`config.mk`:
```
export PLATFORM = sky130hd
export DESIGN_NAME = lzsw_front
export DESIGN_NICKNAME = d
export VERILOG_FILES = /design/src/hw/rtl/lzsw_pkg.sv /design/src/hw/rtl/lzsw_front.sv
export SDC_FILE = /design/constraint.sdc
export NUM_CORES = 1
export LEC_CHECK = 0
export ABC_AREA = 0
export BUFFER_PORTS_ARGS = -buffer_cell sky130_fd_sc_hd__buf_4
export CORE_MARGIN = 2
export CORE_UTILIZATION = 50
export CTS_BUF_LIST = sky130_fd_sc_hd__clkbuf_2
export CTS_CLUSTER_DIAMETER = 100
export CTS_CLUSTER_SIZE = 12
export DETAILED_ROUTE_END_ITERATION = 10
export GPL_TIMING_DRIVEN = 0
export HOLD_SLACK_MARGIN = 0.02
export PLACE_DENSITY = 0.78
export SLEW_MARGIN = 20
export SYNTH_ARGS = -nofsm -noshare
export SYNTH_HDL_FRONTEND = slang
export SYNTH_SLANG_ARGS = --single-unit
```
`constraint.sdc`:
```
create_clock -name i_clk -period 2.6 [get_ports i_clk]
set_input_delay 0.39 -clock i_clk [delete_from_list [all_inputs] [get_ports i_clk]]
set_output_delay 0.39 -clock i_clk [all_outputs]
set_load 0.1 [all_outputs]
```
`src/hw/rtl/lzsw_pkg.sv`:
```
// Shared types and constants for the LZSS window decoder.
package lzsw_pkg;

    localparam int BYTE_W    = 8;
    localparam int WORD_W    = 16;
    localparam int DIST_W    = 12;
    localparam int LEN_W     = 4;
    localparam int OUT_LEN_W = 32;

    // Command queue between the parser and the copy engine.
    localparam int QDEPTH = 2;
    localparam int QAW    = $clog2(QDEPTH);
    localparam int QCW    = $clog2(QDEPTH + 1);

    // One token for the copy engine: a literal byte in data[7:0], or a match
    // word with the distance in the low 12 bits and the length code on top.
    typedef struct packed {
        logic              is_match;
        logic [WORD_W-1:0] data;
    } t_cmd;

endpackage

```
`src/hw/rtl/lzsw_front.sv`:
```
// Token parser: splits the compressed stream into literal and match commands.
module lzsw_front import lzsw_pkg::*; (
    input  logic              i_clk,
    input  logic              i_rst_n,
    input  logic              i_in_valid,
    output logic              o_in_ready,
    input  logic [BYTE_W-1:0] i_in_byte,
    input  logic              i_full,
    output logic              o_push,
    output t_cmd              o_push_cmd
);

    localparam logic [1:0] PH_FLAG     = 2'd0;
    localparam logic [1:0] PH_TOKEN    = 2'd1;
    localparam logic [1:0] PH_MATCH_HI = 2'd2;

    logic [1:0]        r_phase;
    logic [BYTE_W-1:0] r_flag;
    logic [3:0]        r_tokens;
    logic [BYTE_W-1:0] r_match_low;

    logic       accept;
    logic [3:0] tokens_dec;

    assign o_in_ready = !i_full;
    assign accept     = i_in_valid && !i_full;
    assign tokens_dec = r_tokens - 4'd1;

    always_comb begin
        o_push              = 1'b0;
        o_push_cmd.is_match = 1'b0;
        o_push_cmd.data     = {{(WORD_W-BYTE_W){1'b0}}, i_in_byte};
        unique case (r_phase)
            PH_TOKEN: begin
                o_push = accept && !r_flag[0];
            end
            PH_MATCH_HI: begin
                o_push              = accept;
                o_push_cmd.is_match = 1'b1;
                o_push_cmd.data     = {i_in_byte, r_match_low};
            end
            default: begin
                o_push = 1'b0;
            end
        endcase
    end

    always_ff @(posedge i_clk) begin
        if (!i_rst_n) begin
            r_phase     <= PH_FLAG;
            r_flag      <= '0;
            r_tokens    <= '0;
            r_match_low <= '0;
        end else if (accept) begin
            unique case (r_phase)
                PH_TOKEN: begin
                    if (!r_flag[0]) begin
                        r_flag   <= r_flag >> 1;
                        r_tokens <= tokens_dec;
                        r_phase  <= (tokens_dec == 4'd0) ? PH_FLAG : PH_TOKEN;
                    end else begin
                        r_match_low <= i_in_byte;
                        r_phase     <= PH_MATCH_HI;
                    end
                end
                PH_MATCH_HI: begin
                    r_flag   <= r_flag >> 1;
                    r_tokens <= tokens_dec;
                    r_phase  <= (tokens_dec == 4'd0) ? PH_FLAG : PH_TOKEN;
                end
                default: begin
                    // The unused phase code behaves like a flag byte is expected.
                    r_flag   <= i_in_byte;
                    r_tokens <= 4'd8;
                    r_phase  <= PH_TOKEN;
                end
            endcase
        end
    end

endmodule

```
Word-level counts from Yosys, hierarchy flattened
Index checks and enable logic that the tools add are counted.
{ "word_totals": {"register_bits": 22, "latch_bits": 0, "mem_bits_rw": 0, "mem_bits_ro": 0, "in_bits": 12, "wordCells": 25, "memories": 0} }
{ "classes": {"add_sub_neg": 1, "n_mul": 0, "div_mod_pow": 0, "magnitude_cmp": 0, "eq_ne": 3, "shift": 0, "mux": 9, "bitwise": 0, "n_reduce_logical": 7} }
{ "op_table": {"columns": ["op", "count"], "rows": [
  ["17-bit two-way mux", 1],
  ["8-bit one-hot mux with 2 select lines", 1],
  ["8-bit two-way mux", 1],
  ["4-bit one-hot mux with 2 select lines", 1],
  ["4-bit logical NOT", 1],
  ["4-bit two-way mux", 1],
  ["2-bit one-hot mux with 2 select lines", 1],
  ["4-bit by 1-bit subtractor with 4-bit output, second input constant", 1],
  ["3-bit AND reduction", 1],
  ["2-bit by 1-bit equality test with 1-bit output, second input constant", 1],
  ["2-bit equality test, second input constant", 1],
  ["1-bit logical AND", 2],
  ["1-bit logical NOT", 2],
  ["2-bit two-way mux", 1],
  ["2-bit != test, second input constant", 1],
  ["1-bit one-hot mux with 2 select lines", 1],
  ["2-bit AND reduction", 1],
  ["1-bit two-way mux", 1]
]} }

Depth between registers and ports, before layout
{ "depth": {"depth_word": 5, "ltp_mapped": 6, "depth_no_buf": 5} }

Worst setup path after synthesis
OpenSTA, ideal clock, no wires.
{ "synth_timing": {"path_type": "register to output", "from": "reg r_phase[0]", "to": "out o_push", "arrival_ps": 3012, "t_required_ps": 2210, "slack_ps": -802, "path_stages_with_launch": 7, "n_path_buf": 2, "path_cell_list": "dfxtp_1 -> inv_1 -> ha_1 -> buf_2 -> clkbuf_1 -> o21ai_1 -> nor2_1"} }
{ "synth_via": {"elab_chain_len": 2, "elab_cells_between_ends": 3} }
{ "synth_lines": {"columns": ["element", "line", "source"], "rows": [
  ["start: declaration", "lzsw_front.sv:17", "logic [1:0] r_phase;"],
  ["start signal: assignment", "lzsw_front.sv:60", "r_phase <= (tokens_dec == 4'd0) ? PH_FLAG : PH_TOKEN;"],
  ["start signal: assignment", "lzsw_front.sv:69", "r_phase <= (tokens_dec == 4'd0) ? PH_FLAG : PH_TOKEN;"],
  ["2-bit equality test or 2-bit by 1-bit equality test with 1-bit output (tied branches)", "lzsw_front.sv:33", "unique case (r_phase)"],
  ["1-bit one-hot mux with 2 select lines *", "lzsw_front.sv:33", null],
  ["end: declaration", "lzsw_front.sv:9", "output logic o_push,"]
]} }
Mark *: on every way between the ends. The rest lies on a longest branch, timed or not.

Worst setup path in the final report
{ "layout_timing": {"from": "reg r_phase[1]", "to": "out o_push"} }
Same word-level chain as after synthesis.

==> impl_metrics.json <==
{
  "status": "completed",
  "synth_edf_count": 0,
  "fmax_mhz": 419,
  "power_density_mw_per_mm2": 431,
  "grt_max_degree": 13,
  "end_kind": "output pin",
  "die_h_microns": 53.6,
  "cts_tree": "done",
  "synth_warnings": 0,
  "first_global_vias": 1152,
  "synth.ff_latch_count": 22,
  "finalCritPeriodShare": 0.918,
  "hpwl_microns": 2240,
  "crit_slowest_cell": "dfxtp_1",
  "worst-slew-pin-transition_ns": 0.442,
  "insertion_delay_ns": 0.33,
  "drt-total-wl_microns": 3030,
  "stdcell_area_sq_mm": 0.00153,
  "synth_nets": 169,
  "async_flop_share": 0,
  "first_pass_iters": 4,
  "final_cells": 214,
  "min_period_ns": 2.39,
  "setup_violations": 0,
  "slowest_delay_ns": 0.41,
  "drive_gt1_frac": 0.269,
  "rsz0062_at_grt": "no",
  "synth_ff_type": "dfxtp_1",
  "die_area_sq_mm": 0.00287,
  "synth_area_sq_mm": 0.00123,
  "arrival_ns": 2.00,
  "netlist-cell-type-count": 29,
  "cts.sinks": 22,
  "syn_inst": 153,
  "gp_congestion": 0.808,
  "grtUsageTotal": 0.229,
  "clkTransAtPathRegs_ns": 0.21,
  "vias_per_cell": 5.79,
  "place_area_sq_mm": 0.00151,
  "fp.dieW_microns": 53.6,
  "io_buffers": 30,
  "leakagePower_nw": 0.601,
  "clock-root-buffer": "clkbuf_2",
  "yosysSeqAreaShare": 0.358,
  "nNetsFinal": 203,
  "dp_cells": 211,
  "routedWlPerCell_microns": 14.1,
  "max_slew_margin": 0.698,
  "utilization": 0.670,
  "cts_resized": 0,
  "syn2layout_area_growth_pct": 24.0,
  "drv_cap": 0,
  "antenna_found_initial": 0,
  "coreArea_sq_mm": 0.00228,
  "drc": 0,
  "vias": 1238,
  "n_antenna_cell": 0,
  "final_hold_viol_count": 0,
  "tns_ns": 0,
  "finClkSkew_ns": 0.00737,
  "r2r_slack_ns": 0.99,
  "ioPinCount": 31,
  "clk_path_buf_depth": 2,
  "drt_iter0_markers": 30,
  "slew_viol_final": 0,
  "start_util": 0.540,
  "grt_pass1_wl_microns": 4880,
  "power.total_mw": 0.657,
  "numCtsBuffers": 3,
  "post_cts_buffers": 0,
  "grt-ovfl-total": 0,
  "htreeDepth": 1,
  "worstPathRequired_ns": 2.21,
  "start_kind": "flip-flop",
  "final_antenna_net_count": 0,
  "crit_type": "reg -> out",
  "cp_max_fo": 10,
  "std_cell_rows": 17,
  "min_path_type": "in -> reg",
  "path_cells": "ha_2 -> buf_2 -> clkbuf_1 -> o21ai_1 -> nor2_4 -> buf_4",
  "ir_worst_vdd_mv": 0.317,
  "postCtsHoldBufs": 0,
  "avgSynthCellArea_sq_um": 8.04
}
## final cells by class
cell class                      instances  area (sq um)
Inverter                                8          30.0
Buffer                                 10          51.3
Tap cell                               28          35.0
Fill cell                             183           751
Clock inverter                          1          3.75
Clock buffer                            3          15.0
Sequential cell                        22           440
Multi-Input combinational cell        112           724
Timing Repair Buffer                   30           225
## synth_stat cells, types with 2 or more instances
master    number  area [sq um]
nand4b_1       2          17.5
and2_1         9          56.3
nor2_1         4          15.0
nand4_1        3          18.8
nand2_1       25          93.8
buf_2          5          25.0
inv_1          8          30.0
mux2_1         8          90.1
o211ai_1       7          52.6
a21oi_1       22           110
dfxtp_1       22           440
ha_1           4          50.1
o21ai_1        5          25.0
a311oi_1       7          61.3
o21ai_0        2          10.0
nor2b_1        2          12.5
nand2b_1       2          12.5
clkbuf_1       5          18.8
## report_power, final
group          internal (mW)  switching, mW  total, mW
Clock                 0.0334          0.105      0.138
Combinational         0.0481          0.111      0.160
Sequential             0.350        0.00907      0.359
## final timing paths
kind	startpoint	cells after the start	to
worst min-delay path	i_in_byte[1]	3	r_match_low[1]$_SDFFE_PN0P_
worst max register to register	r_phase[1]$_SDFFE_PN0P_	6	r_flag[1]$_SDFFE_PN0P_
worst min register to register	r_match_low[3]$_SDFFE_PN0P_	2	r_match_low[3]$_SDFFE_PN0P_
worst max-delay path	r_phase[1]$_SDFFE_PN0P_	6	o_push
## metrics by stage
stage          setup WS, ns  hold slack, ns
2_1_floorplan         0.145           0.434
3_3_place_gp          0.524           0.441
3_5_place_dp          0.512           0.447
4_1_cts               0.113           0.283
5_1_grt              0.0476           0.264
6_report              0.212           0.288
## layout by cell type (no fill, tap or decap), drive strengths merged, types with 3 or more instances in the layout
cell type  netlist  layout
clkbuf           5       7
a21oi           22      22
mux2             8       8
and2             9       9
ha               4       4
buf              6      36
nand2           25      25
a311oi           7       7
inv              8       8
o211ai           7       7
nor2             4       4
nand4            3       3
dfxtp           22      22
o21ai            7       7
## state kept, by name, indices dropped and copies added, names as in the netlist
signal	cells
r_tokens	4
r_phase	2
r_flag	8
r_match_low	8
## critical path, delay by kind of cell (launching register included)
family                   cells  cell delay (ns)
AND/OR/NAND/NOR              1             0.11
AO/OA/AOI/OAI                1             0.18
buffers and inverters        3             0.79
adder cells (fa/ha/maj)      1             0.19
flip-flops                   1             0.41
## routing by layer
metal  part of all wire  vias up  global-route usage
met5                  0        -                   0
met4              0.013        0              0.0769
met3              0.046        5              0.0250
met2               0.48       38               0.401
met1               0.46      580               0.292
li1                   -      615                   -
## cell families (layout without fill, tap and decap cells)
logic type                 Yosys count  after routing  synth area share
AOI/OAI and AO/OA                   48             48             0.244
adders and majority gates            4              4            0.0407
buffers and inverters               19             52            0.0692
DFF                                 22             22             0.358
muxes                                8              8            0.0732
and+or+nand+nor                     52             52             0.215
(Power assumes the default switching activity.)
