### src/hw/rtl/lzsw_pkg.sv
// Shared types and constants for the LZSS window decoder.
package lzsw_pkg;

    localparam int BYTE_W    = 8;
    localparam int WORD_W    = 16;
    localparam int DIST_W    = 12;
    localparam int LEN_W     = 4;
    localparam int OUT_LEN_W = 32;

    // Command queue between the parser and the copy engine.
    localparam int QDEPTH = 2;
    localparam int QAW    = $clog2(QDEPTH);
    localparam int QCW    = $clog2(QDEPTH + 1);

    // One token for the copy engine: a literal byte in data[7:0], or a match
    // word with the distance in the low 12 bits and the length code on top.
    typedef struct packed {
        logic              is_match;
        logic [WORD_W-1:0] data;
    } t_cmd;

endpackage

### src/hw/rtl/lzsw_queue.sv
// Small command FIFO between the parser and the copy engine.
module lzsw_queue import lzsw_pkg::*; (
    input  logic i_clk,
    input  logic i_rst_n,
    input  logic i_push,
    input  t_cmd i_push_cmd,
    output logic o_full,
    output logic o_valid,
    output t_cmd o_cmd,
    input  logic i_pop
);

    t_cmd           r_mem [QDEPTH];
    logic [QAW-1:0] r_wr_ptr;
    logic [QAW-1:0] r_rd_ptr;
    logic [QCW-1:0] r_count;

    assign o_full  = (r_count == QCW'(QDEPTH));
    assign o_valid = (r_count != '0);
    assign o_cmd   = r_mem[r_rd_ptr];

    always_ff @(posedge i_clk) begin
        if (i_push) begin
            r_mem[r_wr_ptr] <= i_push_cmd;
        end
    end

    always_ff @(posedge i_clk) begin
        if (!i_rst_n) begin
            r_wr_ptr <= '0;
            r_rd_ptr <= '0;
            r_count  <= '0;
        end else begin
            if (i_push) begin
                r_wr_ptr <= (r_wr_ptr == QAW'(QDEPTH - 1)) ? '0 : r_wr_ptr + 1'b1;
            end
            if (i_pop) begin
                r_rd_ptr <= (r_rd_ptr == QAW'(QDEPTH - 1)) ? '0 : r_rd_ptr + 1'b1;
            end
            if (i_push && !i_pop) begin
                r_count <= r_count + 1'b1;
            end else if (i_pop && !i_push) begin
                r_count <= r_count - 1'b1;
            end
        end
    end

endmodule

### config.mk
export PLATFORM = sky130hd
export DESIGN_NAME = lzsw_queue
export DESIGN_NICKNAME = d
export VERILOG_FILES = /design/src/hw/rtl/lzsw_pkg.sv /design/src/hw/rtl/lzsw_queue.sv
export SDC_FILE = /design/constraint.sdc
export NUM_CORES = 1
export LEC_CHECK = 0
export ABC_AREA = 1
export BUFFER_PORTS_ARGS = -buffer_cell sky130_fd_sc_hd__buf_2
export CAP_MARGIN = 5
export CORE_ASPECT_RATIO = 1.2
export CORE_MARGIN = 2
export CORE_UTILIZATION = 51
export DETAILED_ROUTE_END_ITERATION = 8
export PLACE_DENSITY = 0.78
export SLEW_MARGIN = 20
export SYNTH_ARGS = -nofsm -noshare
export SYNTH_HDL_FRONTEND = slang
export SYNTH_SLANG_ARGS = --single-unit
export TNS_END_PERCENT = 30
### constraint.sdc
create_clock -name i_clk -period 1.7 [get_ports i_clk]
set_clock_uncertainty 0.1 [all_clocks]
set_input_delay 0.34 -clock i_clk [delete_from_list [all_inputs] [get_ports i_clk]]
set_output_delay 0.34 -clock i_clk [all_outputs]
set_load 0.05 [all_outputs]
Yosys cells after proc, flatten, opt, wreduce, memory -nomap -nowiden
Memories as Yosys holds them, arrays and structs flattened. A register that Yosys moved wholly into a read port is not among the register bits.
Index checks and enable logic that the tools add are counted.
{ "classes": {"add_sub_neg": 4, "multipliers": 0, "div_mod_pow": 0, "order_cmp": 0, "n_eq_ne": 1, "shift": 0, "n_mux": 8, "bitwise_logic": 0, "n_reduce_logical": 6} }
{ "ops": {"columns": ["op", "count"], "rows": [
  ["$mux W1", 6],
  ["$mux W2", 2],
  ["$reduce_bool A2 Y1", 2],
  ["$add A1 B1 Y1 const B", 2],
  ["$add A2 B1 Y2 const B", 1],
  ["$eq A2 B2 Y1 const B", 1],
  ["$logic_and A1 B1 Y1", 2],
  ["$logic_not A1 Y1", 2],
  ["$sub A2 B1 Y2 const B", 1]
]} }
{ "totals": {"regBits": 4, "latch_bits": 0, "mem_bits_rw": 34, "romBits": 0, "input_bits": 21, "out_inout_bits": 19, "word_cells": 23, "mem_count": 1} }
{ "memory_table": {"columns": ["name", "words", "word_bits", "read_ports", "rd_ports_with_merged_regs", "write_ports", "line_no", "rtl"], "rows": [
  ["r_mem", 2, 17, 1, 1, 1, "lzsw_queue.sv:13", "t_cmd r_mem [QDEPTH];"]
]} }

Longest topological paths before layout
Gate-level depths: netlist of the first run.
{ "logic_depth": {"ltp_word": 4, "mapped_depth": 8, "depth_no_buf": 8} }

Worst setup path before layout of the first run
No wires, ideal clock.
{ "synth_path": {"path_type": "input port to flip-flop", "start": "in i_push", "end": "mem r_mem[0][0] (netlist bit) (enable)", "setup_ps": 391, "arrival_ps": 1103, "required_time_ps": 1209, "path_slack_ps": 106, "cell_stages": 2, "path_buffers": 0, "path_cell_list": "inv_1 > nor2_1"} }
{ "synth_between": {"elab_chain_len": 2} }
{ "synth_rtl": {"columns": ["item", "line_no", "rtl"], "rows": [
  ["start: declaration", "lzsw_queue.sv:5", "input logic i_push,"],
  ["$mux W1", "lzsw_queue.sv:23", "if (i_push) begin"],
  ["$mux W1 (not written as such)", "lzsw_queue.sv:24", "r_mem[r_wr_ptr] <= i_push_cmd;"],
  ["end: declaration", "lzsw_queue.sv:13", null]
]} }
Every way passes these cells.

==> results of run 1 <==
-- cells by family after synthesis --
family,Yosys count
compound gates,2
simple gates,19
fa+ha+maj,1
mux,17
buf+inv,10
flops,39
-- sequential cells by signal, indices dropped and copies added (netlist names), named ones only --
| signal | cells |
|---|---|
| r_wr_ptr | 1 |
| r_rd_ptr | 1 |
| r_mem | 34 |
| r_count | 2 |
-- routing by layer --
metal  up-vias  global-route usage  wire length (um)
li1        416                   -                 -
met1       402              0.1845               866
met2        33              0.3040              1367
met3         4             0.07109               165
met4         0             0.07692                28
met5         -                   0                 0
-- power breakdown --
part,total [mW],internal (mW),switching [mW]
clock,0.468,0.198,0.270
combinational,0.453,0.190,0.263
sequential,1.12,1.10,0.0191
-- cell type report --
| cell class | count | area, um2 | share of cell area |
|---|---|---|---|
| clock inverters | 1 | 3.754 | 0.001873 |
| repair buffers | 46 | 395.4 | 0.1973 |
| clock buffers | 7 | 55.05 | 0.02747 |
| multi-input cells | 39 | 352.8 | 0.1760 |
| well taps | 34 | 42.54 | 0.02122 |
| flip-flops and latches | 39 | 1125 | 0.5612 |
| inverters | 8 | 30.03 | 0.01498 |
-- what timing repair did --
item | in CTS | in global routing
hold buffers | 0 | 0
endpoints found under the setup margin | 17 | 17
gates resized for setup | 55 | 0
gates cloned | 1 | 0
endpoints found under the hold margin | 0 | 0
-- cells in the mapped netlist (all sizes together) --
cell and instances:
mux2 17, nand3 1, nand4 1, a21oi 1, buf 2, ha 1, nand2 9, nor2 8
o21ai 1, dfxtp 5, edfxtp 34, inv 8
-- through the flow --
| step | util | instance area, um2 |
|---|---|---|
| floorplan | - | 1509 |
| detailed placement | 0.6262 | 1760 |
| finish | 0.7130 | 2004 |
| CTS | 0.7130 | 2004 |
| global placement | 0.6262 | 1760 |
| global route | 0.7130 | 2004 |
-- worst max-delay path, delay by kind of cell, from the launching register on --
family	cells	cell delay, ns
flip-flops	1	0.39
buffers and inverters	2	0.29
multiplexers	1	0.32
-- path summary, 6_finish.rpt --
path                 startpoint           end  slack (ns)  cells after the start
setup / recovery           flop      o_cmd[3]       -0.09                      3
hold / removal    i_push_cmd[4]   r_mem[1][4]        0.08                      1
setup reg to reg       r_wr_ptr  r_mem[1][11]        0.57                      3
hold reg to reg        r_wr_ptr      r_wr_ptr        0.43                      2
==> summary.txt, run 1 <==
Outcome
  – Outcome: finished with violations
  – Failing checks: setup timing

CTS
  – CTS root buf: clkbuf_4
  – Total CTS buffers: 5
  – Post-CTS Setup Inserts: 0
  – H-tree levels: 2
  – Clock Pin Slew Worst Setup and Hold Paths: between 0.1 and 0.15 ns
  – Longest Clk Path Bufs: 2
  – Worst-Skew Late Latency: about 0.34 ns
  – Sink Count: 39
  – CTS tree: yes

Worst setup path
  – Crit path capture type: primary output
  – CP startpoint kind: flop
  – Worst path slowest cell: dfxtp_4
  – CP peak stage delay: just under 0.4 ns
  – Crit-path cells: buf_8 > mux2_4 > buf_8
  – Crit Path Category: flop to primary output
  – Crit Path Max Fanout: 7
  – CP dominant cell by count: buf_8
  – Arrival @ worst endpoint: roughly 1.4 ns
  – WP data required: between 1 and 1.5 ns

Floorplan
  – Die ar.: 3412 um2
  – Die Y: approximately 64 um
  – # rows: 21
  – Core area: roughly 2800 um2
  – I/O Pins: 40
  – Die Width: around 54 um
  – Initial core utilization: 0.5367

Synth
  – Synth cell types: 14
  – Largest family of logic cells by synthesized area: multiplexers
  – Complex-gate fraction of the synthesized area: 0.006633
  – Leading area contributor after synthesis: edfxtp_1
  – Post-synthesis xor/xnor area fraction: 0
  – Synth Register Bits: 39
  – Seq/Total Area, Yosys: 0.7430
  – Share of the synthesized area in the top cell type: 0.6766
  – Syn_area_per_cell: 17.15 um2
  – Mapped cell area: ~1500 um2
  – Synth warnings: 0
  – Multiplexer share of the synthesized area: 0.1517
  – Syn Inst Count: 88
  – Post-Synth Simple-Gate Area: 0.04975
  – Area contributors post-synth: edfxtp_1, mux2_4, dfxtp_1
  – Synth Area in Adders: 0.008292
  – Mapped Nets: 110

Route
  – Via count: 855
  – Wirelength per Cell: between 10 and 15 um
  – Vias per std cell: a little under 5
  – Routed WL: approximately 2400 um
  – # DRC: 0
  – DR iter-0 viols: 14
  – Drt first pass iters: 4
  – Post-route ant nets: 0

GRT
  – Vias in the first global route: roughly 930
  – Congestion Overflow GR: 0
  – Largest net degree at the start of global routing: 12
  – Antenna violations before repair: 0
  – Total GRT Usage: 0.1777
  – First-pass GRT wire length: slightly above 4000 um

Cells and area
  – Antenna Cells: 0
  – Fill cells: ~190
  – Layout cells sized above 1: 0.5000
  – Nets@finish: ~160
  – Area growth from synthesis to layout: 32.84%
  – Most frequent cells in the layout: edfxtp_1, buf_2, mux2_4
  – Non-Filler Instances: approximately 170
  – Commonest non-fill, non-tap cell in the layout: edfxtp_1

Timing
  – Relative slew margins: 0.8368
  – Count of final setup violators: 17
  – Final setup margin: -0.08953 ns
  – Min cycle time layout: roughly 1.8 ns
  – Final hold viol count: 0
  – Max Slew Vio Count: 0
  – Setup_tns: -1.227 ns
  – Fmax achieved: 558.8 MHz
  – Worst-Margin Slew: 0.2465 ns
  – RSZ-0062 raised after global routing: true
  – Hold WS: about 0.085 ns
  – Period utilization: 1.053

Hold path
  – Hold crit path type: input port to flop

Job
  – Max-capacitance violation count: 0

Place
  – Placer Congestion: approximately 0.68
  – Placed insts: 165
  – DP Worst Slack: approximately 0.19 ns
  – Port bufs: 39
  – Dpl hpwl: 1738 um

Power
  – Leakage: around 0.86 nW
  – Power, Total: a little over 2 mW
  – Pwr/cell area: 1018 nW/um2
  – Max IR drop VDD: 0.7376 mV
Note: power is estimated with default switching activity, not from simulation.
==> inputs of run 2 (changes only) <==
==> constraint.sdc (replaced) <==
create_clock -name i_clk -period 1.7 [get_ports i_clk]
set_clock_uncertainty 0.1 [all_clocks]
set_input_delay 0.34 -clock i_clk [delete_from_list [all_inputs] [get_ports i_clk]]
set_output_delay 0.34 -clock i_clk [all_outputs]
set_load 0.1 [all_outputs]
==> run 2 against run 1 <==
Maximum frequency decreased by 0.82%. Global-route usage increased by 0.21 points. The flow still finishes with violations (setup timing). Routed wire length increased by 4.9%. Hold slack got worse by 0.0033 ns. Combinational power increased by 53%. Die area unchanged. Power increased by 17%. Worst setup slack got worse by 0.015 ns. Non-clock buffer count decreased by 1. Clock power increased by 24%. Critical path depth unchanged.
==> summary.txt, run 2 (synthesis gave the netlist of run 1 again) <==
Route
  – Drt first pass iters: 4
  – Vias per std cell: between 4 and 5
  – Wirelength per Cell: 14.71 um
  – Routed WL: ~2500 um
  – DR iter-0 viols: 27
  – # DRC: 0
  – Post-route ant nets: 0
  – Via count: between 800 and 900

Floorplan
  – Core area: ~2800 um2
  – I/O Pins: 40
  – Initial core utilization: 0.5367
  – # rows: 21
  – Die ar.: around 3400 um2
  – Die Width: between 50 and 60 um
  – Die Y: between 60 and 70 um

CTS
  – H-tree levels: 2
  – Post-CTS Setup Inserts: 0
  – CTS tree: yes
  – Total CTS buffers: 5
  – Clock Pin Slew Worst Setup and Hold Paths: 0.11 ns
  – CTS root buf: clkbuf_4
  – Worst-Skew Late Latency: ~0.33 ns
  – Longest Clk Path Bufs: 2
  – CTS Hold Bufs: 0
  – Sink Count: 39

Worst setup path
  – Arrival @ worst endpoint: 1.36 ns
  – Crit path capture type: primary output
  – Flop2flop setup slack: around 0.60 ns
  – RR Startpoint: r_wr_ptr
  – FF-to-FF End: r_mem[1][7]
  – Reg2Reg Depth: 3
  – Crit Path Max Fanout: 7
  – Crit Path Category: flop to primary output
  – CP startpoint kind: flop
  – WP data required: about 1.3 ns

Cells and area
  – Largest reg by FF count: r_mem
  – Largest regs: r_mem (34), r_count (2)
  – Commonest non-fill, non-tap cell in the layout: edfxtp_1
  – Post-route design area: about 2100 um2
  – Layout cells sized above 1: 0.5036
  – Nets@finish: 160
  – Area growth from synthesis to layout: 42.04%
  – Max FFs per register: 34
  – Most frequent cells in the layout: edfxtp_1, buf_2, mux2_4, buf_12, nand2_1
  – Non-Filler Instances: approximately 170
  – Antenna Cells: 0

Place
  – Placed insts: between 150 and 200
  – Placer Congestion: roughly 0.62
  – Dpl hpwl: roughly 1800 um
  – Port bufs: 39
  – Dpl cell area: about 2000 um2

Outcome
  – Outcome: finished with violations
  – Failing checks: setup timing

Hold path
  – Worst Hold Depth: 1
  – Hold crit path type: input port to flop
  – Hold endpoint: r_mem[0][14]
  – Hold wc startpoint: i_push_cmd[14]

GRT
  – Most Crowded Layer GR: met2
  – First-pass GRT wire length: between 4000 and 5000 um
  – Met2 GRT Util: 0.2994
  – Met3 usage: 0.07583
  – Antenna violations before repair: 0
  – Vias in the first global route: ~870
  – Total GRT Usage: 0.1798
  – Met1 usage: 0.1931
  – Largest net degree at the start of global routing: 18
  – Congestion Overflow GR: 0

Timing
  – Period utilization: 1.061
  – Final setup margin: -0.1044 ns
  – Max Slew Vio Count: 0
  – Fmax achieved: approximately 550 MHz
  – Worst-Margin Slew: between 0.2 and 0.3 ns
  – RSZ-0062 raised after global routing: true
  – Final hold viol count: 0
  – Relative slew margins: 0.8161
  – Min cycle time layout: 1.804 ns
  – Count of final setup violators: 17

Job
  – Max-capacitance violation count: 0

Power
  – Max IR drop VDD: about 0.83 mV
  – Pwr/cell area: between 1000 and 1500 nW/um2
  – Power, Total: ~2.4 mW
  – Leakage: 0.9081 nW
-- run 2: through the flow --
| stage | hold slack (ns) | utilization | setup TNS, ns | setup slack, ns |
|---|---|---|---|---|
| after floorplan | 0.3389 | - | 0 | 0.1059 |
| after detailed placement | 0.4000 | 0.7152 | 0 | 0.1507 |
| after CTS | 0.06684 | 0.7624 | -1.872 | -0.1248 |
| after global placement | 0.3783 | 0.7152 | 0 | 0.1906 |
| after global routing | 0.05416 | 0.7624 | -2.575 | -0.1669 |
| final | 0.08128 | 0.7624 | -1.532 | -0.1044 |
-- run 2: worst max-delay path by stage --
stage / startpoint / end / cells past startpoint
floorplan: i_push / r_mem[0][0] / 2
global placement: flop / o_cmd[2] / 3
detailed placement: flop / o_cmd[2] / 3
CTS: flop / o_cmd[8] / 3
global route: flop / o_cmd[4] / 3
finish: flop / o_cmd[8] / 3
-- run 2: per-layer routing --
layer	share of wire	vias up	wire length (um)
met3	0.062	7	157
met4	0.020	0	51
li1	-	417	-
met2	0.55	30	1406
met1	0.37	404	931
met5	0	-	0
-- run 2: what timing repair did --
item	4_1_cts	5_1_grt
pin swaps	0	0
endpoints found under the setup margin	19	17
gates cloned	1	0
gates resized for setup	16	0
-- run 2: worst max-delay path, stage by stage (launching register included) --
cell	delay [ns]
dfxtp_4	0.39
buf_8	0.14
mux2_4	0.33
buf_12	0.17
-- run 2: final cells by class --
| cell class | count | area, um2 |
|---|---|---|
| Tap cell | 34 | 42.54 |
| Fill cell | 165 | 668.1 |
| Timing Repair Buffer | 45 | 515.5 |
| Clock inverter | 1 | 30.03 |
| Clock buffer | 7 | 45.04 |
| Inverter | 8 | 30.03 |
| Sequential cell | 39 | 1125 |
| Multi-Input combinational cell | 39 | 355.3 |
-- run 2: report_power, final --
part	switching (mW)	internal, mW	total [mW]
sequential	0.0213	1.10	1.12
clock	0.269	0.312	0.580
combinational	0.442	0.251	0.693
